`src/rtl/a2e_pkg.sv`:
```
// ----------------------------------------------------------------------------
// a2e_pkg - shared types and constants for the ASN.1 time to epoch converter
// Holds the transaction structs, the parse phase enum, the error codes, the
// character codes and the cumulative month table.
// ----------------------------------------------------------------------------
package a2e_pkg;

	// Input transaction: one character of the time string
	typedef struct packed {
		logic [7:0] char_byte;
		logic [1:0] string_type;
		logic       last_char;
	} a2e_item_t;

	// Result transaction: signed Unix seconds and an error code
	typedef struct packed {
		logic signed [38:0] epoch_seconds;
		logic [1:0]         error_code;
	} a2e_result_t;

	// Error codes
	typedef enum logic [1:0] {
		ERR_NONE      = 2'd0,
		ERR_MALFORMED = 2'd1,
		ERR_RANGE     = 2'd2,
		ERR_NO_ZONE   = 2'd3
	} a2e_err_t;

	// Parse phases of the character scanner
	typedef enum logic [4:0] {
		PH_START   = 5'd0,
		PH_GY2     = 5'd1,
		PH_GY3     = 5'd2,
		PH_GY4     = 5'd3,
		PH_UY2     = 5'd4,
		PH_MO1     = 5'd5,
		PH_MO2     = 5'd6,
		PH_DA1     = 5'd7,
		PH_DA2     = 5'd8,
		PH_HR1     = 5'd9,
		PH_HR2     = 5'd10,
		PH_MI1     = 5'd11,
		PH_MI2     = 5'd12,
		PH_SEC_OPT = 5'd13,
		PH_SEC2    = 5'd14,
		PH_AFTER   = 5'd15,
		PH_ZH1     = 5'd16,
		PH_ZH2     = 5'd17,
		PH_ZM1     = 5'd18,
		PH_ZM2     = 5'd19,
		PH_DONE    = 5'd20,
		PH_FAIL    = 5'd21
	} a2e_phase_t;

	// Classified string handed from the scanner to the epoch pipeline
	typedef struct packed {
		a2e_err_t           code;
		logic [6:0]         cent;    // year / 100
		logic [6:0]         low;     // year % 100
		logic [3:0]         month;
		logic [4:0]         day;
		logic [4:0]         hour;
		logic [5:0]         minute;
		logic [5:0]         second;
		logic signed [10:0] zone;    // offset in minutes, east positive
	} a2e_job_t;

	// String types
	localparam logic [1:0] TYPE_UTC = 2'd0;
	localparam logic [1:0] TYPE_GEN = 2'd1;

	// Character codes
	localparam logic [7:0] CH_0     = 8'd48;
	localparam logic [7:0] CH_9     = 8'd57;
	localparam logic [7:0] CH_Z     = 8'd90;
	localparam logic [7:0] CH_PLUS  = 8'd43;
	localparam logic [7:0] CH_MINUS = 8'd45;
	localparam logic [7:0] CH_DOT   = 8'd46;
	localparam logic [7:0] CH_COMMA = 8'd44;

	// Days before the first of a month in a common year
	function automatic logic [8:0] cum_days(input logic [3:0] month);
		logic [8:0] days;
		begin
			unique case (month)
				4'd2:    days = 9'd31;
				4'd3:    days = 9'd59;
				4'd4:    days = 9'd90;
				4'd5:    days = 9'd120;
				4'd6:    days = 9'd151;
				4'd7:    days = 9'd181;
				4'd8:    days = 9'd212;
				4'd9:    days = 9'd243;
				4'd10:   days = 9'd273;
				4'd11:   days = 9'd304;
				4'd12:   days = 9'd334;
				default: days = 9'd0;
			endcase
			return days;
		end
	endfunction

endpackage

```
`src/rtl/a2e_queue.sv`:
```
// ----------------------------------------------------------------------------
// a2e_queue - small synchronous queue
// Register-based queue with head and tail pointers and a fill count. The head
// entry is shown on rd_data while empty is low. Depth must be 2 or more.
// ----------------------------------------------------------------------------
module a2e_queue #(
	parameter int Width = 8,
	parameter int Depth = 2
) (
	input  logic             clk,
	input  logic             arst_n,
	input  logic             wr_en,
	input  logic [Width-1:0] wr_data,
	input  logic             rd_en,
	output logic [Width-1:0] rd_data,
	output logic             empty,
	output logic             full
);

	localparam int PtrW = $clog2(Depth);
	localparam int CntW = $clog2(Depth + 1);
	localparam logic [PtrW-1:0] LastPtr = PtrW'(Depth - 1);
	localparam logic [CntW-1:0] FullCnt = CntW'(Depth);

	logic [Width-1:0] store_q [Depth];
	logic [PtrW-1:0]  wr_ptr_q;
	logic [PtrW-1:0]  rd_ptr_q;
	logic [CntW-1:0]  count_q;
	logic             do_wr;
	logic             do_rd;

	assign empty   = (count_q == '0);
	assign full    = (count_q == FullCnt);
	assign do_wr   = wr_en && !full;
	assign do_rd   = rd_en && !empty;
	assign rd_data = store_q[rd_ptr_q];

	// Write the tail entry
	always_ff @(posedge clk) begin
		if (do_wr) begin
			store_q[wr_ptr_q] <= wr_data;
		end
	end

	// Advance pointers and count
	always_ff @(posedge clk or negedge arst_n) begin
		if (!arst_n) begin
			wr_ptr_q <= '0;
			rd_ptr_q <= '0;
			count_q  <= '0;
		end else begin
			if (do_wr) begin
				wr_ptr_q <= (wr_ptr_q == LastPtr) ? '0 : wr_ptr_q + PtrW'(1);
			end
			if (do_rd) begin
				rd_ptr_q <= (rd_ptr_q == LastPtr) ? '0 : rd_ptr_q + PtrW'(1);
			end
			if (do_wr && !do_rd) begin
				count_q <= count_q + CntW'(1);
			end else if (do_rd && !do_wr) begin
				count_q <= count_q - CntW'(1);
			end
		end
	end

endmodule

```
`src/rtl/a2e_front.sv`:
```
// ----------------------------------------------------------------------------
// a2e_front - character scanner and classifier
// Walks the time string one character per accepted transaction, checks each
// field, and on the final character hands a classified job to the back end.
// ----------------------------------------------------------------------------
module a2e_front (
	input  logic                clk,
	input  logic                arst_n,
	input  logic                take,
	input  a2e_pkg::a2e_item_t  item,
	output logic                job_valid,
	output a2e_pkg::a2e_job_t   job
);

	a2e_pkg::a2e_phase_t phase_q, phase_d;
	logic        gen_q, gen_d;
	logic [3:0]  acc_q, acc_d;
	logic [6:0]  cent_q, cent_d;
	logic [6:0]  low_q, low_d;
	logic [3:0]  month_q, month_d;
	logic [4:0]  day_q, day_d;
	logic [4:0]  hour_q, hour_d;
	logic [5:0]  minute_q, minute_d;
	logic [5:0]  second_q, second_d;
	logic [9:0]  zh60_q, zh60_d;
	logic        zneg_q, zneg_d;

	logic        dig;
	logic [3:0]  d;
	logic [6:0]  pair;
	logic        is_z;
	logic        is_sign;
	logic        is_frac;
	logic [10:0] zmag;
	logic signed [10:0] zone_val;

	// Classify the current character
	assign dig     = (item.char_byte >= a2e_pkg::CH_0) && (item.char_byte <= a2e_pkg::CH_9);
	assign d       = dig ? 4'(item.char_byte - a2e_pkg::CH_0) : 4'd0;
	assign pair    = 7'(acc_q) * 7'd10 + 7'(d);
	assign is_z    = (item.char_byte == a2e_pkg::CH_Z);
	assign is_sign = (item.char_byte == a2e_pkg::CH_PLUS) ||
	                 (item.char_byte == a2e_pkg::CH_MINUS);
	assign is_frac = (item.char_byte == a2e_pkg::CH_DOT) ||
	                 (item.char_byte == a2e_pkg::CH_COMMA);

	// Next parse phase
	always_comb begin
		phase_d = phase_q;
		unique case (phase_q)
			a2e_pkg::PH_START: begin
				if (!dig || (item.string_type > a2e_pkg::TYPE_GEN)) begin
					phase_d = a2e_pkg::PH_FAIL;
				end else begin
					phase_d = (item.string_type == a2e_pkg::TYPE_GEN) ?
					          a2e_pkg::PH_GY2 : a2e_pkg::PH_UY2;
				end
			end
			a2e_pkg::PH_GY2: phase_d = dig ? a2e_pkg::PH_GY3 : a2e_pkg::PH_FAIL;
			a2e_pkg::PH_GY3: phase_d = dig ? a2e_pkg::PH_GY4 : a2e_pkg::PH_FAIL;
			a2e_pkg::PH_GY4: phase_d = dig ? a2e_pkg::PH_MO1 : a2e_pkg::PH_FAIL;
			a2e_pkg::PH_UY2: phase_d = dig ? a2e_pkg::PH_MO1 : a2e_pkg::PH_FAIL;
			a2e_pkg::PH_MO1: phase_d = dig ? a2e_pkg::PH_MO2 : a2e_pkg::PH_FAIL;
			a2e_pkg::PH_MO2: phase_d = (dig && pair >= 7'd1 && pair <= 7'd12) ?
			                           a2e_pkg::PH_DA1 : a2e_pkg::PH_FAIL;
			a2e_pkg::PH_DA1: phase_d = dig ? a2e_pkg::PH_DA2 : a2e_pkg::PH_FAIL;
			a2e_pkg::PH_DA2: phase_d = (dig && pair >= 7'd1 && pair <= 7'd31) ?
			                           a2e_pkg::PH_HR1 : a2e_pkg::PH_FAIL;
			a2e_pkg::PH_HR1: phase_d = dig ? a2e_pkg::PH_HR2 : a2e_pkg::PH_FAIL;
			a2e_pkg::PH_HR2: phase_d = (dig && pair <= 7'd23) ?
			                           a2e_pkg::PH_MI1 : a2e_pkg::PH_FAIL;
			a2e_pkg::PH_MI1: phase_d = dig ? a2e_pkg::PH_MI2 : a2e_pkg::PH_FAIL;
			a2e_pkg::PH_MI2: phase_d = (dig && pair <= 7'd59) ?
			                           a2e_pkg::PH_SEC_OPT : a2e_pkg::PH_FAIL;
			a2e_pkg::PH_SEC_OPT: begin
				priority if (dig) begin
					phase_d = a2e_pkg::PH_SEC2;
				end else if (is_z) begin
					phase_d = a2e_pkg::PH_DONE;
				end else if (is_sign) begin
					phase_d = a2e_pkg::PH_ZH1;
				end else if (gen_q && is_frac) begin
					phase_d = a2e_pkg::PH_AFTER;
				end else begin
					phase_d = a2e_pkg::PH_FAIL;
				end
			end
			a2e_pkg::PH_SEC2: phase_d = (dig && pair <= 7'd59) ?
			                            a2e_pkg::PH_AFTER : a2e_pkg::PH_FAIL;
			a2e_pkg::PH_AFTER: begin
				priority if (is_z) begin
					phase_d = a2e_pkg::PH_DONE;
				end else if (is_sign) begin
					phase_d = a2e_pkg::PH_ZH1;
				end else if (gen_q && (dig || is_frac)) begin
					phase_d = a2e_pkg::PH_AFTER;
				end else begin
					phase_d = a2e_pkg::PH_FAIL;
				end
			end
			a2e_pkg::PH_ZH1: phase_d = dig ? a2e_pkg::PH_ZH2 : a2e_pkg::PH_FAIL;
			a2e_pkg::PH_ZH2: phase_d = (dig && pair <= 7'd12) ?
			                           a2e_pkg::PH_ZM1 : a2e_pkg::PH_FAIL;
			a2e_pkg::PH_ZM1: phase_d = dig ? a2e_pkg::PH_ZM2 : a2e_pkg::PH_FAIL;
			a2e_pkg::PH_ZM2: phase_d = (dig && pair <= 7'd59) ?
			                           a2e_pkg::PH_DONE : a2e_pkg::PH_FAIL;
			default:         phase_d = a2e_pkg::PH_FAIL;
		endcase
	end

	// Field captures for the current phase
	always_comb begin
		gen_d    = gen_q;
		acc_d    = acc_q;
		cent_d   = cent_q;
		low_d    = low_q;
		month_d  = month_q;
		day_d    = day_q;
		hour_d   = hour_q;
		minute_d = minute_q;
		second_d = second_q;
		zh60_d   = zh60_q;
		zneg_d   = zneg_q;
		unique case (phase_q)
			a2e_pkg::PH_START: begin
				gen_d = (item.string_type == a2e_pkg::TYPE_GEN);
				acc_d = d;
			end
			a2e_pkg::PH_GY2: cent_d = pair;
			a2e_pkg::PH_GY4: low_d  = pair;
			a2e_pkg::PH_UY2: begin
				low_d  = pair;
				cent_d = (pair < 7'd50) ? 7'd20 : 7'd19;
			end
			a2e_pkg::PH_GY3, a2e_pkg::PH_MO1, a2e_pkg::PH_DA1, a2e_pkg::PH_HR1,
			a2e_pkg::PH_MI1, a2e_pkg::PH_ZH1, a2e_pkg::PH_ZM1: acc_d = d;
			a2e_pkg::PH_MO2: month_d  = pair[3:0];
			a2e_pkg::PH_DA2: day_d    = pair[4:0];
			a2e_pkg::PH_HR2: hour_d   = pair[4:0];
			a2e_pkg::PH_MI2: minute_d = pair[5:0];
			a2e_pkg::PH_SEC_OPT: begin
				acc_d  = d;
				zneg_d = (item.char_byte == a2e_pkg::CH_MINUS);
			end
			a2e_pkg::PH_SEC2:  second_d = pair[5:0];
			a2e_pkg::PH_AFTER: zneg_d   = (item.char_byte == a2e_pkg::CH_MINUS);
			a2e_pkg::PH_ZH2:   zh60_d   = 10'(pair) * 10'd60;
			default: begin
			end
		endcase
	end

	// Build the zone offset on the last zone digit
	assign zmag     = 11'(zh60_q) + 11'(pair);
	assign zone_val = zneg_q ? -$signed(zmag) : $signed(zmag);

	// Classify the finished string
	assign job_valid = take && item.last_char;
	always_comb begin
		job.cent   = cent_q;
		job.low    = low_q;
		job.month  = month_q;
		job.day    = day_q;
		job.hour   = hour_q;
		job.minute = minute_q;
		job.second = second_q;
		job.zone   = (phase_q == a2e_pkg::PH_ZM2) ? zone_val : 11'sd0;
		priority if (phase_d == a2e_pkg::PH_DONE) begin
			job.code = a2e_pkg::ERR_NONE;
		end else if (gen_d && (phase_d == a2e_pkg::PH_SEC_OPT ||
		                       phase_d == a2e_pkg::PH_AFTER)) begin
			job.code = a2e_pkg::ERR_NO_ZONE;
		end else begin
			job.code = a2e_pkg::ERR_MALFORMED;
		end
	end

	// Hold parse state; clear it after the final character
	always_ff @(posedge clk or negedge arst_n) begin
		if (!arst_n) begin
			phase_q  <= a2e_pkg::PH_START;
			gen_q    <= 1'b0;
			acc_q    <= '0;
			cent_q   <= '0;
			low_q    <= '0;
			month_q  <= '0;
			day_q    <= '0;
			hour_q   <= '0;
			minute_q <= '0;
			second_q <= '0;
			zh60_q   <= '0;
			zneg_q   <= 1'b0;
		end else if (take) begin
			if (item.last_char) begin
				phase_q  <= a2e_pkg::PH_START;
				gen_q    <= 1'b0;
				acc_q    <= '0;
				cent_q   <= '0;
				low_q    <= '0;
				month_q  <= '0;
				day_q    <= '0;
				hour_q   <= '0;
				minute_q <= '0;
				second_q <= '0;
				zh60_q   <= '0;
				zneg_q   <= 1'b0;
			end else begin
				phase_q  <= phase_d;
				gen_q    <= gen_d;
				acc_q    <= acc_d;
				cent_q   <= cent_d;
				low_q    <= low_d;
				month_q  <= month_d;
				day_q    <= day_d;
				hour_q   <= hour_d;
				minute_q <= minute_d;
				second_q <= second_d;
				zh60_q   <= zh60_d;
				zneg_q   <= zneg_d;
			end
		end
	end

endmodule

```
`src/rtl/a2e_back.sv`:
```
// ----------------------------------------------------------------------------
// a2e_back - epoch arithmetic pipeline
// Three stages turn a classified job into Unix seconds: year and calendar
// terms, day count, then seconds with the sign check at the output.
// ----------------------------------------------------------------------------
module a2e_back (
	input  logic                  clk,
	input  logic                  arst_n,
	input  logic                  job_valid,
	input  a2e_pkg::a2e_job_t     job,
	output logic                  job_pop,
	input  logic                  out_full,
	output logic                  res_push,
	output a2e_pkg::a2e_result_t  result
);

	logic en;

	// Stage 1 combinational terms
	logic [13:0]        y_d;
	logic               ge_d;
	logic               gt2100;
	logic               le1900;
	logic [6:0]         c100m;
	logic [6:0]         corr_a;
	logic [6:0]         ceil_c;
	logic [6:0]         ceil_4;
	logic [6:0]         corr_b;
	logic signed [7:0]  corr_d;
	logic               leap;
	logic [8:0]         doy_d;
	logic signed [11:0] mz;
	logic signed [18:0] sd_d;

	// Stage registers
	logic               v_s1, v_s2, v_s3;
	a2e_pkg::a2e_err_t  code_s1, code_s2, code_s3;
	logic               ge_s1, ge_s2, ge_s3;
	logic [13:0]        y_s1;
	logic signed [7:0]  corr_s1;
	logic [8:0]         doy_s1;
	logic signed [18:0] sd_s1, sd_s2;
	logic signed [22:0] days_s2;
	logic signed [39:0] secs_s3;

	// Stage 2 and 3 combinational terms
	logic signed [14:0] yd;
	logic [13:0]        qa;
	logic [13:0]        qb;
	logic signed [22:0] qs;
	logic signed [22:0] days_d;
	logic signed [39:0] secs_d;
	a2e_pkg::a2e_err_t  code_fin;

	// Stall all stages while the last one waits on a full result queue
	assign en       = !v_s3 || !out_full;
	assign job_pop  = en && job_valid;
	assign res_push = v_s3 && !out_full;

	// Stage 1: year, century corrections, day of year, time of day
	always_comb begin
		y_d    = 14'(job.cent) * 14'd100 + 14'(job.low);
		ge_d   = (job.cent > 7'd19) || (job.cent == 7'd19 && job.low >= 7'd70);
		gt2100 = (job.cent > 7'd21) || (job.cent == 7'd21 && job.low != 7'd0);
		le1900 = (job.cent < 7'd19) || (job.cent == 7'd19 && job.low == 7'd0);
		c100m  = (job.low == 7'd0) ? job.cent - 7'd1 : job.cent;
		corr_a = c100m - (c100m >> 2) - 7'd15;
		ceil_c = job.cent + 7'((job.low != 7'd0));
		ceil_4 = (ceil_c + 7'd3) >> 2;
		corr_b = 7'd15 - ceil_c + ceil_4;
		if (ge_d) begin
			corr_d = gt2100 ? -$signed({1'b0, corr_a}) : 8'sd0;
		end else begin
			corr_d = le1900 ? $signed({1'b0, corr_b}) : 8'sd0;
		end
		leap   = ((job.low[1:0] == 2'd0) && (job.low != 7'd0)) ||
		         ((job.low == 7'd0) && (job.cent[1:0] == 2'd0));
		doy_d  = a2e_pkg::cum_days(job.month) + 9'((leap && job.month >= 4'd3)) +
		         9'(job.day) - 9'd1;
		mz     = $signed({6'b0, job.minute}) - 12'(job.zone);
		sd_d   = 19'(job.hour) * 19'd3600 + 19'(mz) * 19'd60 + 19'(job.second);
	end

	// Stage 2: whole days since the epoch
	always_comb begin
		yd     = $signed({1'b0, y_s1}) - 15'sd1970;
		qa     = (y_s1 - 14'd1969) >> 2;
		qb     = (14'd1972 - y_s1) >> 2;
		qs     = ge_s1 ? $signed(23'(qa)) : -$signed(23'(qb));
		days_d = 23'(yd) * 23'd365 + qs + 23'(corr_s1) + 23'(doy_s1);
	end

	// Stage 3: seconds
	assign secs_d = 40'(days_s2) * 40'd86400 + 40'(sd_s2);

	// Check the sign against the year side of the epoch
	always_comb begin
		priority if (code_s3 != a2e_pkg::ERR_NONE) begin
			code_fin = code_s3;
		end else if (ge_s3 == secs_s3[39]) begin
			code_fin = a2e_pkg::ERR_RANGE;
		end else begin
			code_fin = a2e_pkg::ERR_NONE;
		end
		result.error_code    = code_fin;
		result.epoch_seconds = (code_fin == a2e_pkg::ERR_NONE) ? secs_s3[38:0] : 39'sd0;
	end

	// Advance valid bits
	always_ff @(posedge clk or negedge arst_n) begin
		if (!arst_n) begin
			v_s1 <= 1'b0;
			v_s2 <= 1'b0;
			v_s3 <= 1'b0;
		end else if (en) begin
			v_s1 <= job_valid;
			v_s2 <= v_s1;
			v_s3 <= v_s2;
		end
	end

	// Advance payload
	always_ff @(posedge clk) begin
		if (en) begin
			code_s1 <= job.code;
			ge_s1   <= ge_d;
			y_s1    <= y_d;
			corr_s1 <= corr_d;
			doy_s1  <= doy_d;
			sd_s1   <= sd_d;
			code_s2 <= code_s1;
			ge_s2   <= ge_s1;
			days_s2 <= days_d;
			sd_s2   <= sd_s1;
			code_s3 <= code_s2;
			ge_s3   <= ge_s2;
			secs_s3 <= secs_d;
		end
	end

endmodule

```
`src/rtl/asn1_time_to_epoch.sv`:
```
// ----------------------------------------------------------------------------
// asn1_time_to_epoch - ASN.1 UTCTime / GeneralizedTime to Unix seconds
// Scanner front end, job queue, epoch pipeline and result queue.
// ----------------------------------------------------------------------------
// One character is accepted per cycle, every cycle, as long as full is low.
// The scanner checks each field as it arrives; on the final character the
// classified string goes into a job queue of JobDepth entries, and a three
// stage pipeline (calendar terms, day count, seconds) computes the result.
// A string's job is registered in the job queue and in each pipeline stage, and its
// result sits in a queue of ResDepth entries until popped.
// full rises when the job queue holds JobDepth strings that the pipeline has
// not taken, which happens only after a full result queue has stalled the pipeline.
module asn1_time_to_epoch #(
	parameter int JobDepth = 2,
	parameter int ResDepth = 2
) (
	input  logic                  clk,
	input  logic                  arst_n,
	input  logic                  push,
	output logic                  full,
	input  a2e_pkg::a2e_item_t    item,
	input  logic                  pop,
	output logic                  empty,
	output a2e_pkg::a2e_result_t  result
);

	localparam int JobW = $bits(a2e_pkg::a2e_job_t);
	localparam int ResW = $bits(a2e_pkg::a2e_result_t);

	logic                  take;
	logic                  job_push;
	a2e_pkg::a2e_job_t     job_in;
	a2e_pkg::a2e_job_t     job_out;
	logic                  job_empty;
	logic                  job_pop;
	logic                  res_push;
	logic                  res_full;
	a2e_pkg::a2e_result_t  res_in;

	assign take = push && !full;

	// Scan characters
	a2e_front u_front (
		.clk       (clk),
		.arst_n    (arst_n),
		.take      (take),
		.item      (item),
		.job_valid (job_push),
		.job       (job_in)
	);

	// Decouple scanner and pipeline
	a2e_queue #(
		.Width (JobW),
		.Depth (JobDepth)
	) u_job_queue (
		.clk     (clk),
		.arst_n  (arst_n),
		.wr_en   (job_push),
		.wr_data (job_in),
		.rd_en   (job_pop),
		.rd_data (job_out),
		.empty   (job_empty),
		.full    (full)
	);

	// Compute seconds
	a2e_back u_back (
		.clk       (clk),
		.arst_n    (arst_n),
		.job_valid (!job_empty),
		.job       (job_out),
		.job_pop   (job_pop),
		.out_full  (res_full),
		.res_push  (res_push),
		.result    (res_in)
	);

	// Hold results until popped
	a2e_queue #(
		.Width (ResW),
		.Depth (ResDepth)
	) u_res_queue (
		.clk     (clk),
		.arst_n  (arst_n),
		.wr_en   (res_push),
		.wr_data (res_in),
		.rd_en   (pop),
		.rd_data (result),
		.empty   (empty),
		.full    (res_full)
	);

endmodule
```
`config.mk`:
```
export PLATFORM = sky130hd
export DESIGN_NAME = asn1_time_to_epoch
export DESIGN_NICKNAME = d
export VERILOG_FILES = /design/src/rtl/a2e_pkg.sv /design/src/rtl/a2e_queue.sv /design/src/rtl/a2e_front.sv /design/src/rtl/a2e_back.sv /design/src/rtl/asn1_time_to_epoch.sv
export SDC_FILE = /design/constraint.sdc
export NUM_CORES = 1
export LEC_CHECK = 0
export BUFFER_PORTS_ARGS = -buffer_cell sky130_fd_sc_hd__buf_4
export CAP_MARGIN = 20
export CORE_MARGIN = 2
export CORE_UTILIZATION = 45
export CTS_CLUSTER_SIZE = 10
export DETAILED_ROUTE_END_ITERATION = 16
export PLACE_DENSITY_LB_ADDON = 0.25
export SYNTH_ARGS = -nofsm -noshare
export SYNTH_HDL_FRONTEND = slang
export SYNTH_SLANG_ARGS = --single-unit
```
`constraint.sdc`:
```
create_clock -name clk -period 8.49 [get_ports clk]
set_input_delay 1.698 -clock clk [delete_from_list [all_inputs] [get_ports clk]]
set_output_delay 1.698 -clock clk [all_outputs]
set_load 0.02 [all_outputs]
```
### Word level (Yosys, flattened, before mapping)

Memories as Yosys holds them, arrays and structs flattened.
Cells that the tools add are included.

| word-level totals | value |
|---|---|
| register bits after elaboration | 213 |
| RAM bits | 188 |
| memory bits (read-only) | 144 |
| input bits | 15 |
| word-level logic and storage cells | 283 |
| memories | 3 |

| operators by class | value |
|---|---|
| add/subtract/negate cells | 35 |
| $mul | 7 |
| order comparisons | 14 |
| equality and inequality tests | 33 |
| mux-type cells | 75 |
| reduce and logical (&&, ||, !) cells | 82 |

Memories:

| name | depth | width | rd ports | clocked after memory_dff | wr ports | line | RTL |
|---|---|---|---|---|---|---|---|
| (name not given) | 16 | 9 | 1 | 0 | 0 | a2e_pkg.sv:85 | `unique case (month)` |
| u_job_queue.store_q | 2 | 53 | 1 | 0 | 1 | a2e_queue.sv:25 | `logic [Width-1:0] store_q [Depth];` |
| u_res_queue.store_q | 2 | 41 | 1 | 0 | 1 | a2e_queue.sv:25 |  |

Operator list:

| operator | number |
|---|---|
| 2-to-1 mux 5 bit | 25 |
| case mux 5 bit (19 select lines) | 1 |
| == test 5 x 4 -> 1 bit, second input constant | 10 |
| adder 23 bit | 2 |
| adder 40 bit | 1 |
| multiplier 40 x 10 -> 33 bit, second input constant | 1 |
| 2-to-1 mux 39 bit | 1 |
| 2-to-1 mux 7 bit | 5 |
| == test 8 x 6 -> 1 bit, second input constant | 4 |
| logical AND 1 bit | 28 |
| == test 5 bit, second input constant | 5 |
| 2-to-1 mux 6 bit | 4 |
| nonzero test 2 bit | 12 |
| adder 23 x 9 -> 23 bit | 1 |
| multiplier 15 x 10 -> 23 bit, second input constant | 1 |
| 2-to-1 mux 23 bit | 1 |
| negator 12 -> 23 bit | 1 |
| 2-to-1 mux 11 bit | 2 |
| == test 5 x 3 -> 1 bit, second input constant | 4 |
| 2-to-1 mux 10 bit | 2 |
| 2-to-1 mux 4 bit | 5 |
| AND reduction 2 bit | 10 |
| adder 17 x 19 -> 19 bit | 1 |
| adder 19 x 6 -> 19 bit | 1 |
| 61 further kinds | 118 |

### Longest topological paths before layout

Gate-level depths: netlist of the first run.

| depth | value |
|---|---|
| word-level depth | 14 |
| depth in mapped cells | 35 |
| depth with buffers taken out | 31 |

### Modules after synthesis

Synthesis of the first run repeated with hierarchy kept, for this count alone.

| unflattened totals | value |
|---|---|
| cells, all modules | 3,163 |
| area total of the unflattened synthesis | 33,863.7 µm² |

By module, submodules not included:

| module | instances | cells an instance | area each (µm²) | sequential area each (µm²) |
|---|---|---|---|---|
| a2e_back | 1 | 2,247 | 21,276.7 | 4,309.1 |
| a2e_front | 1 | 583 | 4,939.7 | 1,476.4 |
| a2e_queue (u_job_queue) | 1 | 184 | 4,271.6 | 3,283.1 |
| a2e_queue (u_res_queue) | 1 | 147 | 3,358.2 | 2,562.5 |
| asn1_time_to_epoch | 1 | 2 | 17.5 | 0.0 |

### Worst setup path after synthesis of the first run

Ideal clock, no wire load.

| timing path | value |
|---|---|
| path kind | flip-flop to flip-flop |
| start point | register u_job_queue.rd_ptr_q |
| end point | register u_back.sd_s1[17], data pin |
| setup time | 258 ps |
| arrival time | 7,891 ps |
| required time | 8,232 ps |
| slack | 341 ps |
| stages on the path, launching flop included | 32 |
| clock period less this slack | 8,149 ps |
| cell sequence | dfrtp_1 -> clkbuf_1 -> clkbuf_1 -> buf_1 -> clkbuf_1 -> buf_1 -> mux2_2 -> ha_1 -> nor2b_1 -> o21ai_0 -> a21boi_0 -> o21ai_0 -> a21boi_0 -> nor2_1 -> inv_1 -> fa_1 -> inv_1 -> fa_1 -> ha_1 -> a21boi_0 -> o21ai_0 -> a21boi_0 -> o21ai_0 -> a21boi_0 -> nor2_1 -> ha_1 -> ha_1 -> o21a_1 -> a2111oi_0 -> o31ai_1 -> a21oi_1 -> xnor2_1 |

| on the way | value |
|---|---|
| word-level cells in the longest chain between the ends | 5 |
| elaborated cells between the ends (all ways) | 6 |
| those cells by class | 3 x add/sub; 2 x mul; 1 x memory |

RTL lines:

| item | line | RTL |
|---|---|---|
| start, declared | a2e_queue.sv:27 | `logic [PtrW-1:0] rd_ptr_q;` |
| start signal, assigned | a2e_queue.sv:56 | `rd_ptr_q <= (rd_ptr_q == LastPtr) ? '0 : rd_ptr_q + PtrW'(1);` |
| memory read (2 x 53 bit) * | n/a |  |
| subtractor 7 x 11 -> 12 bit | a2e_back.sv:80 | `mz = $signed({6'b0, job.minute}) - 12'(job.zone);` |
| multiplier 19 x 4 -> 17 bit | a2e_back.sv:81 | `sd_d = 19'(job.hour) * 19'd3600 + 19'(mz) * 19'd60 + 19'(job.second);` |
| adder 17 x 19 -> 19 bit | a2e_back.sv:81 |  |
| adder 19 x 6 -> 19 bit * | a2e_back.sv:81 |  |
| net u_back.sd_d[17] | a2e_back.sv:33 | `logic signed [18:0] sd_d;` |
| end signal, assigned | a2e_back.sv:130 | `sd_s1 <= sd_d;` |
| end, declared | a2e_back.sv:42 | `logic signed [18:0] sd_s1, sd_s2;` |

The timed path passes the listed nets; every way through them passes the cells marked *.
A chain may end at the register's enable or synchronous reset.

### Worst setup path in the final report of the first run

| timing path | value |
|---|---|
| start point | register u_back.y_s1[0] |
| end point | register u_back.days_s2[22], data pin |

| on the way | value |
|---|---|
| word-level cells in the longest chain between the ends | 6 |
| elaborated cells between the ends (all ways) | 9 |
| those cells by class | 7 x add/sub; 1 x mul; 1 x mux |

RTL lines:

| item | line | RTL |
|---|---|---|
| start, declared | a2e_back.sv:39 | `logic [13:0] y_s1;` |
| start signal, assigned | a2e_back.sv:127 | `y_s1 <= y_d;` |
| parallel branches: the longest is 3 deep, another holds multiplier 15 x 10 -> 23 bit | n/a |  |
| adder 23 bit * (2 in series) | a2e_back.sv:90 | `days_d = 23'(yd) * 23'd365 + qs + 23'(corr_s1) + 23'(doy_s1);` |
| adder 23 x 9 -> 23 bit * | a2e_back.sv:90 |  |
| net u_back.days_d[22] | a2e_back.sv:51 | `logic signed [22:0] days_d;` |
| end signal, assigned | a2e_back.sv:133 | `days_s2 <= days_d;` |
| end, declared | a2e_back.sv:43 | `logic signed [22:0] days_s2;` |

Mark *: on every way through the listed nets, which the timed path passes.

==> results of run 1 <==
## cell usage in the layout (no fill, tap or decap), drive strengths merged, types with 15 or more instances in the layout
cell    netlist  layout
dfrtp        70      70
clkbuf       61      84
xnor2       174     174
a31oi        15      15
nor3         43      43
inv         565     566
ha          390     390
mux2i        35      35
nand2       148     148
mux2         68      68
nor2        175     175
nand3        38      38
o21ai       129     129
a22oi        25      25
nand4        18      18
and2         46      46
o22ai        22      22
edfxtp      329     329
xor2         71      71
a21o         52      52
o21a         17      17
nor2b        27      27
buf           6      71
nand2b       22      22
o21bai       23      23
a211oi       15      15
fa          213     213
a21oi       164     164
## critical path, delay by kind of cell (launching register included)
family / cells / cell delay, ns
flip-flops: 1 / 0.50
adder cells (fa/ha/maj): 7 / 3.10
AND/OR/NAND/NOR: 7 / 1.31
XOR/XNOR: 2 / 0.32
buffers and inverters: 4 / 0.28
AO/OA/AOI/OAI: 8 / 1.89
## path summary, 6_finish.rpt
path	end	slack, ns	cells past startpoint
setup / recovery	u_back.days_s2[22]$_DFFE_PN_	0.81	28
hold reg to reg	u_back.sd_s2[0]$_DFFE_PN_	0.41	0
min in group asynchronous	u_front.cent_q[2]$_DFFE_PN0P_	1.05	1
max in group asynchronous	u_res_queue.rd_ptr_q$_DFFE_PN0P_	6.43	2
setup reg to reg	u_back.days_s2[22]$_DFFE_PN_	0.81	28
hold / removal	u_back.sd_s2[0]$_DFFE_PN_	0.41	0
## stage by stage
| step | hold WS [ns] | cells | utilization, % | setup WS [ns] |
|---|---|---|---|---|
| detailed placement | 0.405 | 4071 | 47.7 | 0.823 |
| finish | 0.405 | 4164 | 49.8 | 0.815 |
| global placement | 0.401 | 4070 | 47.7 | 0.913 |
| floorplan | 0.400 | 3117 | - | 0.341 |
| CTS | 0.388 | 4163 | 49.8 | 0.792 |
| global route | 0.407 | 4163 | 49.8 | 0.206 |
## kinds of logic (layout without fill, tap and decap cells)
logic type                 Yosys count  count (layout)  share of synthesized area (%)
buffers and inverters              634             730                           7.28
adders and majority gates          604             604                           27.9
and+or+nand+nor                    572             572                           8.34
AOI/OAI and AO/OA                  558             558                           10.8
DFF                                399             399                           35.5
xor gates and xnor gates           247             247                           6.74
muxes                              103             103                           3.41
other                                0               1                              0
## registers in the layout (all words and copies together), names as in the netlist, 6 cells and up
register and flops:
u_back.corr_s1 8, u_back.days_s2 23, u_back.sd_s1 19, u_back.sd_s2 19, u_front.second_q 6, u_back.y_s1 14
u_front.low_q 7, u_job_queue.store_q 106, u_front.zh60_q 8, u_front.minute_q 6, u_res_queue.store_q 82, u_front.cent_q 7
u_back.secs_s3 40, u_back.doy_s1 9
## cell type report
type                    instances  area share [%]
inverters                     567            5.95
flip-flops and latches        399            32.5
clock buffers                  84            3.96
multi-input cells            2084            52.5
diodes                          1         0.00699
repair buffers                 71            1.54
clock inverters                 8           0.279
well taps                     950            3.32
## routing by layer
metal  global-route usage, %  up-vias  wire [um]
met1                    23.2     9999      29600
met3                    2.40       94       2270
met5                       0        -          0
met2                    28.3      329      28700
li1                        -    10700          -
met4                    4.61        0       1510
==> results, run 1 <==
- The run finished with clean final reports.
- Summing all non-filler instances in the final layout gives an area of roughly 36000 um^2.
- The filler cells instantiated in the layout total 6611.
- The flop and latch count out of synthesis is around 400.
- The final hold violation count is 0.
- After global routing the overflow that remains totals 0.
- In this run the vertical extent of the chip is 274 um.
- The initial core utilization is a little under half.
- The tree is rooted in a sky130_fd_sc_hd__clkbuf_16.
- The detail-routed via count per cell is 5.07.
- Static timing analysis puts the maximum clock frequency at around 0.13 GHz.
- After legalization and detailed placement, the total HPWL measured roughly 48000 um.
- After clock tree synthesis, the clock-pin slew on the worst setup and hold paths is 0.05 ns.
- After synthesis, the largest area contributor takes up 30.1% of total cell area.
- The routed design could run at a clock period as short as around 7.7 ns.
- By area the synthesized netlist is led by sky130_fd_sc_hd__edfxtp_1 30%, sky130_fd_sc_hd__ha_1 15%, sky130_fd_sc_hd__fa_1 13%, sky130_fd_sc_hd__inv_1 6.5%, sky130_fd_sc_hd__dfrtp_1 5.3%.
- The total die area is 75000 um^2.
- Setup repair after global routing left no endpoint under its margin.
- The count of flip-flops with a built-in enable after synthesis is 329.
- The maximum root-to-sink buffer count is 3.
- In the final routed layout, each cell accounts on average for ~15 um.
- The number of slew-limit violations in the final report was 0.
- Setup violations remaining at the end of the flow were counted as 0.
- Among all cell types in the netlist, the one instantiated most often is sky130_fd_sc_hd__inv_1.
- The measured slew at the worst slew-check pin is 1.06 ns.
- The clock net sink count is 399.
- The element type at the critical path start is a register.
- The area taken by flip-flops and latches is between 10000 and 15000 um^2.
- In the global route stage, overall resource usage came out at ~17%.
- The routed layout has around 21000 vias.
- The mapped netlist covers roughly 33000 um^2.
- The net count of the mapped netlist is 3735.
- The top cell type by total area after synthesis is sky130_fd_sc_hd__edfxtp_1.
- The row count is between 90 and 100.
- The total iterations of the first detailed-routing run is 7.
- The multi-input gate area in the final layout is 18800 um^2.
- The post-place instance area is between 30000 and 40000 um^2.
- After routing, the total negative slack on setup checks comes to 0 ns.
- The via count of the first global-routing pass came to roughly 21000.
- The cts-stage hold buffer count is 0.
- The first element of the critical path is u_back.y_s1[0]$_DFFE_PN_.
- On the worst path, the slowest cell contributes a delay of between 0.5 and 0.6 ns.
- For this design, the slowest cell found on the critical path is sky130_fd_sc_hd__fa_1.
- The source of the worst register-to-register timing path is u_back.y_s1[0]$_DFFE_PN_.
- The cell repeated most along the worst path is sky130_fd_sc_hd__fa_1.
- The first global-routing pass estimated between 100000 and 150000 um of wire.
- Routability-driven placement finished with a final weighted congestion of slightly below 0.9.
- The number of CTS-inserted buffers is slightly below 50.
- The H-tree generated during clock tree synthesis spans 2 levels.
- The most used flip-flop cell after synthesis is sky130_fd_sc_hd__edfxtp_1.
- Data on the critical path arrives at its endpoint at around 8 ns.
- The DRC marker count from the first detailed-route iteration is slightly below 1000.
- After synthesis, flip-flops and latches occupy between 30% and 40% of the total area.
- For this run, design rule violations remaining after detail routing come to 0.
- The number of different library cells in the post-synthesis netlist is between 80 and 90.
- The setup clock skew after layout is between 0.02 and 0.025 ns.
- Headroom to the max-slew limit came out at 28.8%.
- Synthesis produced about 3100 cells.
- Data on the critical path is required at its endpoint by approximately 9 ns.
- The number of buffers inserted to repair setup after CTS is 0.
- The largest fanout of any net on the critical path is 7.
- The detail route stage leaves a number of antenna-violating nets equal to 0.
- The period utilization is ~90%.
- The warning count from the yosys run is 0.
- TritonCTS built the clock tree.
- The area growth from synthesis to layout is 9.26%.
- The start-to-end type of the worst setup path is reg -> reg.
- The net count of the finished layout is around 3800.
- After floorplanning, the core was sized to cover 71900 um^2.
- The floorplan step set the die width to about 270 um.
- The share of cells above drive strength 1 is roughly 7.1%.
- Input and output buffers added on the ports amount to 57.
- In this run the count of I/O pins placed on the die edge is just under 60.
- The async set-reset flop share out of synthesis is 17.5%.
- The nature of the critical path endpoint is a register.
- The pin count of the biggest net entering global routing is 124.
- Clock latency on the worst-skew pair, taken at its later pin, is ~0.6 ns.
- The tool flagged a number of max-cap violations equal to 0.
- The classification of the worst-slack hold path is reg -> reg.
- The synthesized area per cell is 10.5 um^2.
- Post-CTS repair changed the size of 0 cells.
- After synthesis, the most frequently instantiated cells are 564 x sky130_fd_sc_hd__inv_1, 390 x sky130_fd_sc_hd__ha_1, 329 x sky130_fd_sc_hd__edfxtp_1.
- The number of antenna violations at the first check in global routing was 0.
- The final wirelength is between 60000 and 70000 um.
- In this run the most critical hold path is launched from u_back.sd_s1[0]$_DFFE_PN_.
Power of run 1 is not shown: default switching activity piles up to over one toggle a cycle in this logic, so the estimate is an artifact.
==> run 2: changes to the inputs <==
- CTS_CLUSTER_DIAMETER: default -> 50
- SYNTH_HIERARCHICAL: default -> 1
==> run 2 against run 1 <==
Against the previous run:
- clock-buffer cell count is 1 higher
- synthesized cell count is 1.5% higher
- core utilization is 0.30 points lower
- worst hold slack better by 0.0078 ns
- first-iteration DRC count is 28% higher
- routed wire length is 1.2% higher
- via count is 1.2% higher
- final area is 3.0% higher
- non-clock buffer count is 1 higher
- die area is 3.3% higher
- register-to-register slack better by 0.37 ns
==> results, run 2 <==
- The worst max-slew margin expressed relative to the limit came to 32.3% (was 28.8%).
- The first element of the critical path is u_back/y_s1[0]$_DFFE_PN_ (was u_back.y_s1[0]$_DFFE_PN_).
- The remaining antenna violation count after routing is 0 (unchanged).
- The share of the synthesized netlist area taken by xor and xnor gates is 6.02% (was 6.74%).
- The maximum root-to-sink buffer count was 3 (unchanged).
- The pin count of the biggest net entering global routing is 79 (was 124).
- The number of nets at the end of the flow was 3841 (was 3790).
- The origin of the worst min-delay path is u_back/sd_s1[16]$_DFFE_PN_ (was u_back.sd_s1[0]$_DFFE_PN_).
- The commonest non-fill, non-tap cell in the layout is sky130_fd_sc_hd__inv_1 (unchanged).
- The endpoint of the worst setup timing path is u_back/days_s2[21]$_DFFE_PN_ (was u_back.days_s2[22]$_DFFE_PN_).
- The area inside the core boundary was 74400 um^2 (was 71900 um^2).
- The cell count after synthesis is 3163 (was 3117).
- Biggest area contributors in the synthesized netlist: sky130_fd_sc_hd__edfxtp_1 29%, sky130_fd_sc_hd__ha_1 15%, sky130_fd_sc_hd__fa_1 13%, sky130_fd_sc_hd__inv_1 6.4%, sky130_fd_sc_hd__dfrtp_1 5.2% (was sky130_fd_sc_hd__edfxtp_1 30%, sky130_fd_sc_hd__ha_1 15%, sky130_fd_sc_hd__fa_1 13%, sky130_fd_sc_hd__inv_1 6.5%, sky130_fd_sc_hd__dfrtp_1 5.3%).
- The most used flip-flop cell after synthesis is sky130_fd_sc_hd__edfxtp_1 (unchanged).
- The worst reg2reg path depth is 27 (was 28).
- Setup repair after global routing missed its margin: false (unchanged).
- The flop and latch count out of synthesis is 399 (unchanged).
- The clock period minus final worst setup slack is 7.30 ns (was 7.68 ns).
- The detailed-route DRC error count is 0 (unchanged).
- The DRC marker count from the first detailed-route iteration is 1268 (was 990).
- The post-synthesis compound-gate area fraction is 11.3% (was 10.8%).
- The async set-reset flop share out of synthesis was 17.5% (unchanged).
- The classification of the worst-slack hold path is reg -> reg (unchanged).
- The first-pass GRT wire length is 107000 um (was 105000 um).
- The master cell of the clock root buffer is sky130_fd_sc_hd__clkbuf_16 (unchanged).
- The initial core utilization was 45.5% (was 45.6%).
- The die boundary width was 278 um (was 274 um).
- The register-to-register path setup slack is 1.19 ns (was 0.81 ns).
- The source of the worst register-to-register timing path was u_back/y_s1[0]$_DFFE_PN_ (was u_back.y_s1[0]$_DFFE_PN_).
- The routed length per placed instance is 14.8 um (was 14.9 um).
- The final worst hold slack is 0.413 ns (was 0.405 ns).
- The synthesized cell area is 33900 um^2 (was 32800 um^2).
- The number of setup violations in the final report is 0 (unchanged).
- The synthesized area per cell is 10.7 um^2 (was 10.5 um^2).
- The warning count from the yosys run is 6 (was 0).
- The number of gates resized after CTS came to 0 (unchanged).
- The total overflow reported by the global router is 0 (unchanged).
- The number of maximum-capacitance violations is 0 (unchanged).
- The number of slew-limit violations in the final report is 0 (unchanged).
- The most instantiated library cell after synthesis is sky130_fd_sc_hd__inv_1 (unchanged).
- The HPWL after detailed placement came to 48900 um (was 47600 um).
- The cts-stage hold buffer count is 0 (unchanged).
- The clock latency on the worst-skew pair is 0.60 ns (about the same).
- The total die area was 77500 um^2 (was 75000 um^2).
- The clock transition at the register clock pins on the worst setup and hold paths after CTS came to 0.05 ns (about the same).
- The number of H-tree branching levels is 2 (unchanged).
- The number of CTS-inserted buffers came to 54 (was 49).
- The clock tree from TritonCTS is yes (unchanged).
- The clock net sink count is 399 (unchanged).
- The largest fanout of any net on the critical path is 8 (was 7).
- The worst endpoint data arrival time is 7.63 ns (was 7.99 ns).
- The share of cells above drive strength 1 came to 9.14% (was 7.13%).
- The flip-flop count of the largest register, all copies and words added is 106 (unchanged).
- The share of synthesized cell area in full adder, half adder and majority cells was 27.3% (was 27.9%).
- The detail-routed via count per cell is 5.05 (was 5.07).
- The row count is 100 (was 98).
- The total via count after detailed routing is 21400 (was 21100).
- The top cell type by total area after synthesis is sky130_fd_sc_hd__edfxtp_1 (unchanged).
- The setup clock skew after layout came to 0.0291 ns (was 0.0214 ns).
- The fraction of the yosys area taken by sequential cells is 34.3% (was 35.5%).
- The end-of-flow core utilization is 49.5% (was 49.8%).
- The overall die height came to 278 um (was 274 um).
- The nature of the critical path endpoint is a register (unchanged).
- The multi-input gate area in the final layout is 19600 um^2 (was 18800 um^2).
- The area share of the largest cell type after synthesis is 29.2% (was 30.1%).
- The final hold violation count is 0 (unchanged).
- The main combinational cell family by area after synthesis is adder cells (unchanged).
- The area growth from synthesis to layout is 8.92% (was 9.26%).
- The element type at the critical path start is a register (unchanged).
- The maximum clock rate came to 0.137 GHz (was 0.130 GHz).
- Leading post-synthesis cells by instance count: 580 x sky130_fd_sc_hd__inv_1, 395 x sky130_fd_sc_hd__ha_1, 329 x sky130_fd_sc_hd__edfxtp_1 (was 564 x sky130_fd_sc_hd__inv_1, 390 x sky130_fd_sc_hd__ha_1, 329 x sky130_fd_sc_hd__edfxtp_1).
- Top library cells by usage in the layout, fill and taps aside: 580 x sky130_fd_sc_hd__inv_1, 395 x sky130_fd_sc_hd__ha_1, 329 x sky130_fd_sc_hd__edfxtp_1, 215 x sky130_fd_sc_hd__fa_1, 165 x sky130_fd_sc_hd__xnor2_1 (was 564 x sky130_fd_sc_hd__inv_1, 390 x sky130_fd_sc_hd__ha_1, 329 x sky130_fd_sc_hd__edfxtp_1, 213 x sky130_fd_sc_hd__fa_1, 172 x sky130_fd_sc_hd__xnor2_1).
- The filler cell count in the final layout was 6725 (was 6611).
- The top register by number of flip-flops is u_job_queue/store_q (was u_job_queue.store_q).
- The all-layer global routing usage was 16.5% (was 17.0%).
- The required time at the endpoint of the critical path is 8.82 ns (was 8.81 ns).
- The number of antenna violations at the first check in global routing was 0 (unchanged).
- The number of buffers inserted to repair setup after CTS is 0 (unchanged).
- The number of different library cells in the post-synthesis netlist was 102 (was 81).
- The final wirelength is 62800 um (was 62100 um).
- Status: complete, no violations (unchanged).
- The setup TNS after final layout came to 0 ns (unchanged).
- Registers with the most flip-flops: u_job_queue/store_q: 106 flops, u_res_queue/store_q: 82 flops, u_back/secs_s3: 40 flops (was u_job_queue.store_q: 106 flops, u_res_queue.store_q: 82 flops, u_back.secs_s3: 40 flops).
- The routability-driven placement congestion ratio is 0.877 (was 0.895).
- The number of top-level design ports is 58 (unchanged).
- The count of flip-flops with a built-in enable after synthesis is 329 (unchanged).
- The area taken by flip-flops and latches is 11600 um^2 (about the same).
- The end of the worst register-to-register path is u_back/days_s2[21]$_DFFE_PN_ (was u_back.days_s2[22]$_DFFE_PN_).
- The net count of the mapped netlist came to 3788 (was 3735).
- The measured slew at the worst slew-check pin is 1.02 ns (was 1.06 ns).
- The antenna cell count was 0 (was 1).
- The period utilization is 86.0% (was 90.4%).
- The total iterations of the first detailed-routing run is 5 (was 7).
- The start-to-end type of the worst setup path is reg -> reg (unchanged).
- The count of input and output buffers is 57 (unchanged).
- The post-synthesis simple-gate area fraction is 8.77% (was 8.34%).
- The via count of the first global-routing pass was 21500 (was 21100).
- The multiplexer area fraction after synthesis is 4.49% (was 3.41%).
run 2: worst max-delay path, cell delays in order, from the launching register on:
cell and delay, ns:
sky130_fd_sc_hd__edfxtp_1 0.56, sky130_fd_sc_hd__inv_1 0.09, sky130_fd_sc_hd__ha_1 0.28, sky130_fd_sc_hd__nor2b_1 0.17
sky130_fd_sc_hd__nor2_1 0.15, sky130_fd_sc_hd__or4_4 0.47, sky130_fd_sc_hd__a2bb2oi_1 0.17, sky130_fd_sc_hd__o22a_1 0.24
sky130_fd_sc_hd__a2bb2oi_1 0.14, sky130_fd_sc_hd__o22ai_1 0.22, sky130_fd_sc_hd__xnor2_1 0.19, sky130_fd_sc_hd__fa_1 0.46
sky130_fd_sc_hd__ha_1 0.29, sky130_fd_sc_hd__inv_1 0.05, sky130_fd_sc_hd__fa_1 0.49, sky130_fd_sc_hd__inv_1 0.05
sky130_fd_sc_hd__fa_1 0.47, sky130_fd_sc_hd__inv_1 0.05, sky130_fd_sc_hd__fa_1 0.52, sky130_fd_sc_hd__inv_1 0.04
sky130_fd_sc_hd__ha_1 0.21, sky130_fd_sc_hd__or3_1 0.34, sky130_fd_sc_hd__o31ai_1 0.48, sky130_fd_sc_hd__o211ai_1 0.17
sky130_fd_sc_hd__o311a_1 0.17, sky130_fd_sc_hd__a211oi_1 0.27, sky130_fd_sc_hd__a211oi_1 0.13, sky130_fd_sc_hd__xor2_1 0.16
run 2: per-layer routing:
metal	part of all wire [%]	GRT usage [%]	vias to the layer above	wire, um
met4	1.5	3.28	0	912
met2	48	28.7	272	30200
met1	47	22.4	10100	29800
met5	0	0	-	0
met3	2.9	1.82	66	1850
li1	-	-	10900	-
run 2: cell families (layout without fill, tap and decap cells):
kind of cell | after synthesis | in the layout
muxes | 107 | 107
and+or+nand+nor | 585 | 585
xor gates and xnor gates | 231 | 231
buffers and inverters | 656 | 754
DFF | 399 | 399
adders and majority gates | 610 | 610
AOI/OAI and AO/OA | 575 | 575
run 2: area by class of cell:
| type | count | share of cell area, % |
|---|---|---|
| clock inverters | 16 | 0.505 |
| repair buffers | 72 | 1.47 |
| inverters | 581 | 5.91 |
| multi-input cells | 2108 | 53.2 |
| flip-flops and latches | 399 | 31.5 |
| well taps | 969 | 3.29 |
| clock buffers | 85 | 4.09 |
run 2: how the worst min path moves through the flow:
stage / end / depth (start not counted)
floorplan: u_back/code_s2[0]$_DFFE_PN_ / 0
global placement: u_back/sd_s2[2]$_DFFE_PN_ / 0
detailed placement: u_back/sd_s2[7]$_DFFE_PN_ / 0
CTS: u_back/sd_s2[16]$_DFFE_PN_ / 0
global route: u_back/sd_s2[16]$_DFFE_PN_ / 0
finish: u_back/sd_s2[16]$_DFFE_PN_ / 0
run 2: per-stage QoR:
| step | area (um^2) | instances | setup slack (ns) |
|---|---|---|---|
| after floorplan | 33900 | 3163 | 1.65 |
| after global placement | 35200 | 4129 | 1.25 |
| after detailed placement | 35200 | 4129 | 1.16 |
| after CTS | 36900 | 4230 | 1.17 |
| after global routing | 36900 | 4230 | 0.612 |
| final | 36900 | 4230 | 1.19 |
Power of run 2 is left out for the same reason.
==> run 3: changes to the inputs <==
- CAP_MARGIN: 20 -> default
- CORE_UTILIZATION: 45 -> 35
==> run 3 against run 2 <==
Against the previous run:
- sequential share of layout area fell by 0.33 points
- global-route usage fell by 3.0 points
- non-clock buffer count rose by 1
- clock-buffer cell count fell by 2
==> results, run 3 (same netlist as run 2, synthesis figures left out) <==
- Status: complete, no violations (unchanged).
- The clock transition at the register clock pins on the worst setup and hold paths after CTS was 0.05 ns (about the same).
- The first-pass GRT wire length came to 111000 um (was 107000 um).
- The top register by number of flip-flops is u_job_queue/store_q (unchanged).
- Setup repair after global routing missed its margin: false (unchanged).
- The clock period minus final worst setup slack is 7.43 ns (was 7.30 ns).
- The clock tree from TritonCTS is yes (unchanged).
- The clock net sink count is 399 (unchanged).
- The detailed-route DRC error count is 0 (unchanged).
- The share of cells above drive strength 1 is 9.11% (was 9.14%).
- The measured slew at the worst slew-check pin is 1.05 ns (was 1.02 ns).
- The classification of the worst-slack hold path is reg -> reg (unchanged).
- The worst max-slew margin expressed relative to the limit is 30.0% (was 32.3%).
- The start-to-end type of the worst setup path was reg -> reg (unchanged).
- The DRC marker count from the first detailed-route iteration is 1066 (was 1268).
- The setup clock skew after layout was 0.0144 ns (was 0.0291 ns).
- The post-place instance area is 35600 um^2 (was 35200 um^2).
- The detail-routed via count per cell is 4.70 (was 5.05).
- The register-to-register path setup slack is 1.06 ns (was 1.19 ns).
- The routed length per placed instance is 14.4 um (was 14.8 um).
- The remaining antenna violation count after routing is 0 (unchanged).
- The commonest non-fill, non-tap cell in the layout is sky130_fd_sc_hd__inv_1 (unchanged).
- The antenna cell count was 0 (unchanged).
- The number of CTS-inserted buffers is 54 (unchanged).
- The number of maximum-capacitance violations is 0 (unchanged).
- The number of gates resized after CTS is 0 (unchanged).
- The required time at the endpoint of the critical path came to 8.82 ns (about the same).
- The element type at the critical path start is a register (unchanged).
- The die boundary width is 315 um (was 278 um).
- The final wirelength came to 65200 um (was 62800 um).
- The cts-stage hold buffer count came to 0 (unchanged).
- The number of buffers inserted to repair setup after CTS is 0 (unchanged).
- The largest fanout of any net on the critical path is 8 (unchanged).
- The total overflow reported by the global router is 0 (unchanged).
- The nature of the critical path endpoint was a register (unchanged).
- The number of slew-limit violations in the final report is 0 (unchanged).
- The number of top-level design ports is 58 (unchanged).
- The row count came to 114 (was 100).
- The total die area is 99300 um^2 (was 77500 um^2).
- The number of antenna violations at the first check in global routing is 0 (unchanged).
- The maximum clock rate is 0.135 GHz (was 0.137 GHz).
- The area growth from synthesis to layout is 10.1% (was 8.92%).
- The period utilization came to 87.5% (was 86.0%).
- The pin count of the biggest net entering global routing came to 73 (was 79).
- The maximum root-to-sink buffer count is 3 (unchanged).
- The number of cells after detailed placement came to 4437 (was 4129).
- The flip-flop count of the largest register, all copies and words added is 106 (unchanged).
- Registers with the most flip-flops: u_job_queue/store_q: 106 flops, u_res_queue/store_q: 82 flops, u_back/secs_s3: 40 flops (unchanged).
- The setup TNS after final layout is 0 ns (unchanged).
- The number of nets at the end of the flow is 3842 (was 3841).
- The number of setup violations in the final report came to 0 (unchanged).
- The number of H-tree branching levels is 2 (unchanged).
- The final cell count without fillers came to 4537 (was 4230).
- The via count of the first global-routing pass is 21700 (was 21500).
- Top library cells by usage in the layout, fill and taps aside: 580 x sky130_fd_sc_hd__inv_1, 395 x sky130_fd_sc_hd__ha_1, 329 x sky130_fd_sc_hd__edfxtp_1, 215 x sky130_fd_sc_hd__fa_1, 165 x sky130_fd_sc_hd__xnor2_1 (unchanged).
- The total iterations of the first detailed-routing run is 5 (unchanged).
- The routability-driven placement congestion ratio is 0.825 (was 0.877).
- The master cell of the clock root buffer is sky130_fd_sc_hd__clkbuf_16 (unchanged).
- The clock latency on the worst-skew pair came to 0.59 ns (was 0.60 ns).
- The initial core utilization is 35.2% (was 45.5%).
- The total via count after detailed routing was 21300 (was 21400).
- The worst endpoint data arrival time is 7.76 ns (was 7.63 ns).
- The overall die height is 315 um (was 278 um).
- The filler cell count in the final layout was 9423 (was 6725).
- The HPWL after detailed placement is 51000 um (was 48900 um).
- The final non-filler cell area was 37300 um^2 (was 36900 um^2).
- The final hold violation count is 0 (unchanged).
- The count of input and output buffers is 57 (unchanged).
- The all-layer global routing usage is 13.5% (was 16.5%).
- The area inside the core boundary is 96300 um^2 (was 74400 um^2).
run 3: cell types whose count changed in the layout (fill, tap and decap cells not counted):
cell | before | now
sky130_fd_sc_hd__inv_4 | 0 | 1
sky130_fd_sc_hd__buf_4 | 72 | 73
sky130_fd_sc_hd__bufinv_16 | 1 | 3
sky130_fd_sc_hd__clkinv_16 | 1 | 0
sky130_fd_sc_hd__inv_6 | 5 | 6
sky130_fd_sc_hd__clkinv_2 | 2 | 3
sky130_fd_sc_hd__clkbuf_16 | 54 | 55
sky130_fd_sc_hd__clkbuf_1 | 27 | 28
sky130_fd_sc_hd__clkbuf_8 | 4 | 0
sky130_fd_sc_hd__clkinv_4 | 6 | 3
run 3: critical path, stage by stage (launching register included):
cell and delay [ns]:
sky130_fd_sc_hd__edfxtp_1 0.58, sky130_fd_sc_hd__inv_1 0.08, sky130_fd_sc_hd__ha_1 0.28, sky130_fd_sc_hd__nor2b_1 0.18, sky130_fd_sc_hd__nor2_1 0.16, sky130_fd_sc_hd__or4_4 0.47, sky130_fd_sc_hd__a2bb2oi_1 0.16, sky130_fd_sc_hd__o22a_1 0.23
sky130_fd_sc_hd__o32a_1 0.37, sky130_fd_sc_hd__o21ai_2 0.13, sky130_fd_sc_hd__xnor2_1 0.16, sky130_fd_sc_hd__fa_1 0.44, sky130_fd_sc_hd__ha_1 0.33, sky130_fd_sc_hd__fa_1 0.51, sky130_fd_sc_hd__inv_1 0.05, sky130_fd_sc_hd__fa_1 0.46
sky130_fd_sc_hd__fa_1 0.54, sky130_fd_sc_hd__inv_1 0.04, sky130_fd_sc_hd__ha_1 0.21, sky130_fd_sc_hd__or3_1 0.31, sky130_fd_sc_hd__o31ai_1 0.51, sky130_fd_sc_hd__o211ai_1 0.22, sky130_fd_sc_hd__o311a_1 0.19, sky130_fd_sc_hd__a211oi_1 0.27
sky130_fd_sc_hd__a211oi_1 0.13, sky130_fd_sc_hd__xor2_1 0.15
run 3: per-layer routing:
layer / global-route usage [%] / vias to the layer above / part of all wire, %
li1: - / 10900 / -
met1: 18.7 / 10000 / 48
met2: 22.5 / 274 / 47
met3: 1.69 / 86 / 3.1
met4: 3.32 / 0 / 2.0
met5: 0 / - / 0
run 3: path summary, 6_finish.rpt:
check,start,end,depth (start not counted)
min reg2reg,u_back/sd_s2[6]$_DFFE_PN_,u_back/secs_s3[6]$_DFFE_PN_,0
max,u_back/y_s1[0]$_DFFE_PN_,u_back/days_s2[21]$_DFFE_PN_,25
min in group asynchronous,arst_n,u_front/cent_q[2]$_DFFE_PN0P_,1
max in group asynchronous,arst_n,u_job_queue/rd_ptr_q$_DFFE_PN0P_,2
max reg2reg,u_back/y_s1[0]$_DFFE_PN_,u_back/days_s2[21]$_DFFE_PN_,25
min,u_back/sd_s2[6]$_DFFE_PN_,u_back/secs_s3[6]$_DFFE_PN_,0
run 3: area by class of cell:
cell class / instances / area, um^2 / area share (%)
multi-input cells: 2108 / 19600 / 52.6
clock inverters: 17 / 210 / 0.564
clock buffers: 83 / 1480 / 3.97
repair buffers: 73 / 548 / 1.47
inverters: 581 / 2180 / 5.85
flip-flops and latches: 399 / 11600 / 31.2
well taps: 1276 / 1600 / 4.28
run 3: stage by stage:
step                      utilization, %  hold slack, ns  setup WS, ns
after floorplan                        -           0.400          1.65
after global placement              37.0           0.400          1.18
after detailed placement            37.0           0.405          1.07
after CTS                           38.7           0.410          1.06
after global routing                38.7           0.410         0.502
final                               38.7           0.409          1.06
Power of run 3 is left out for the same reason.
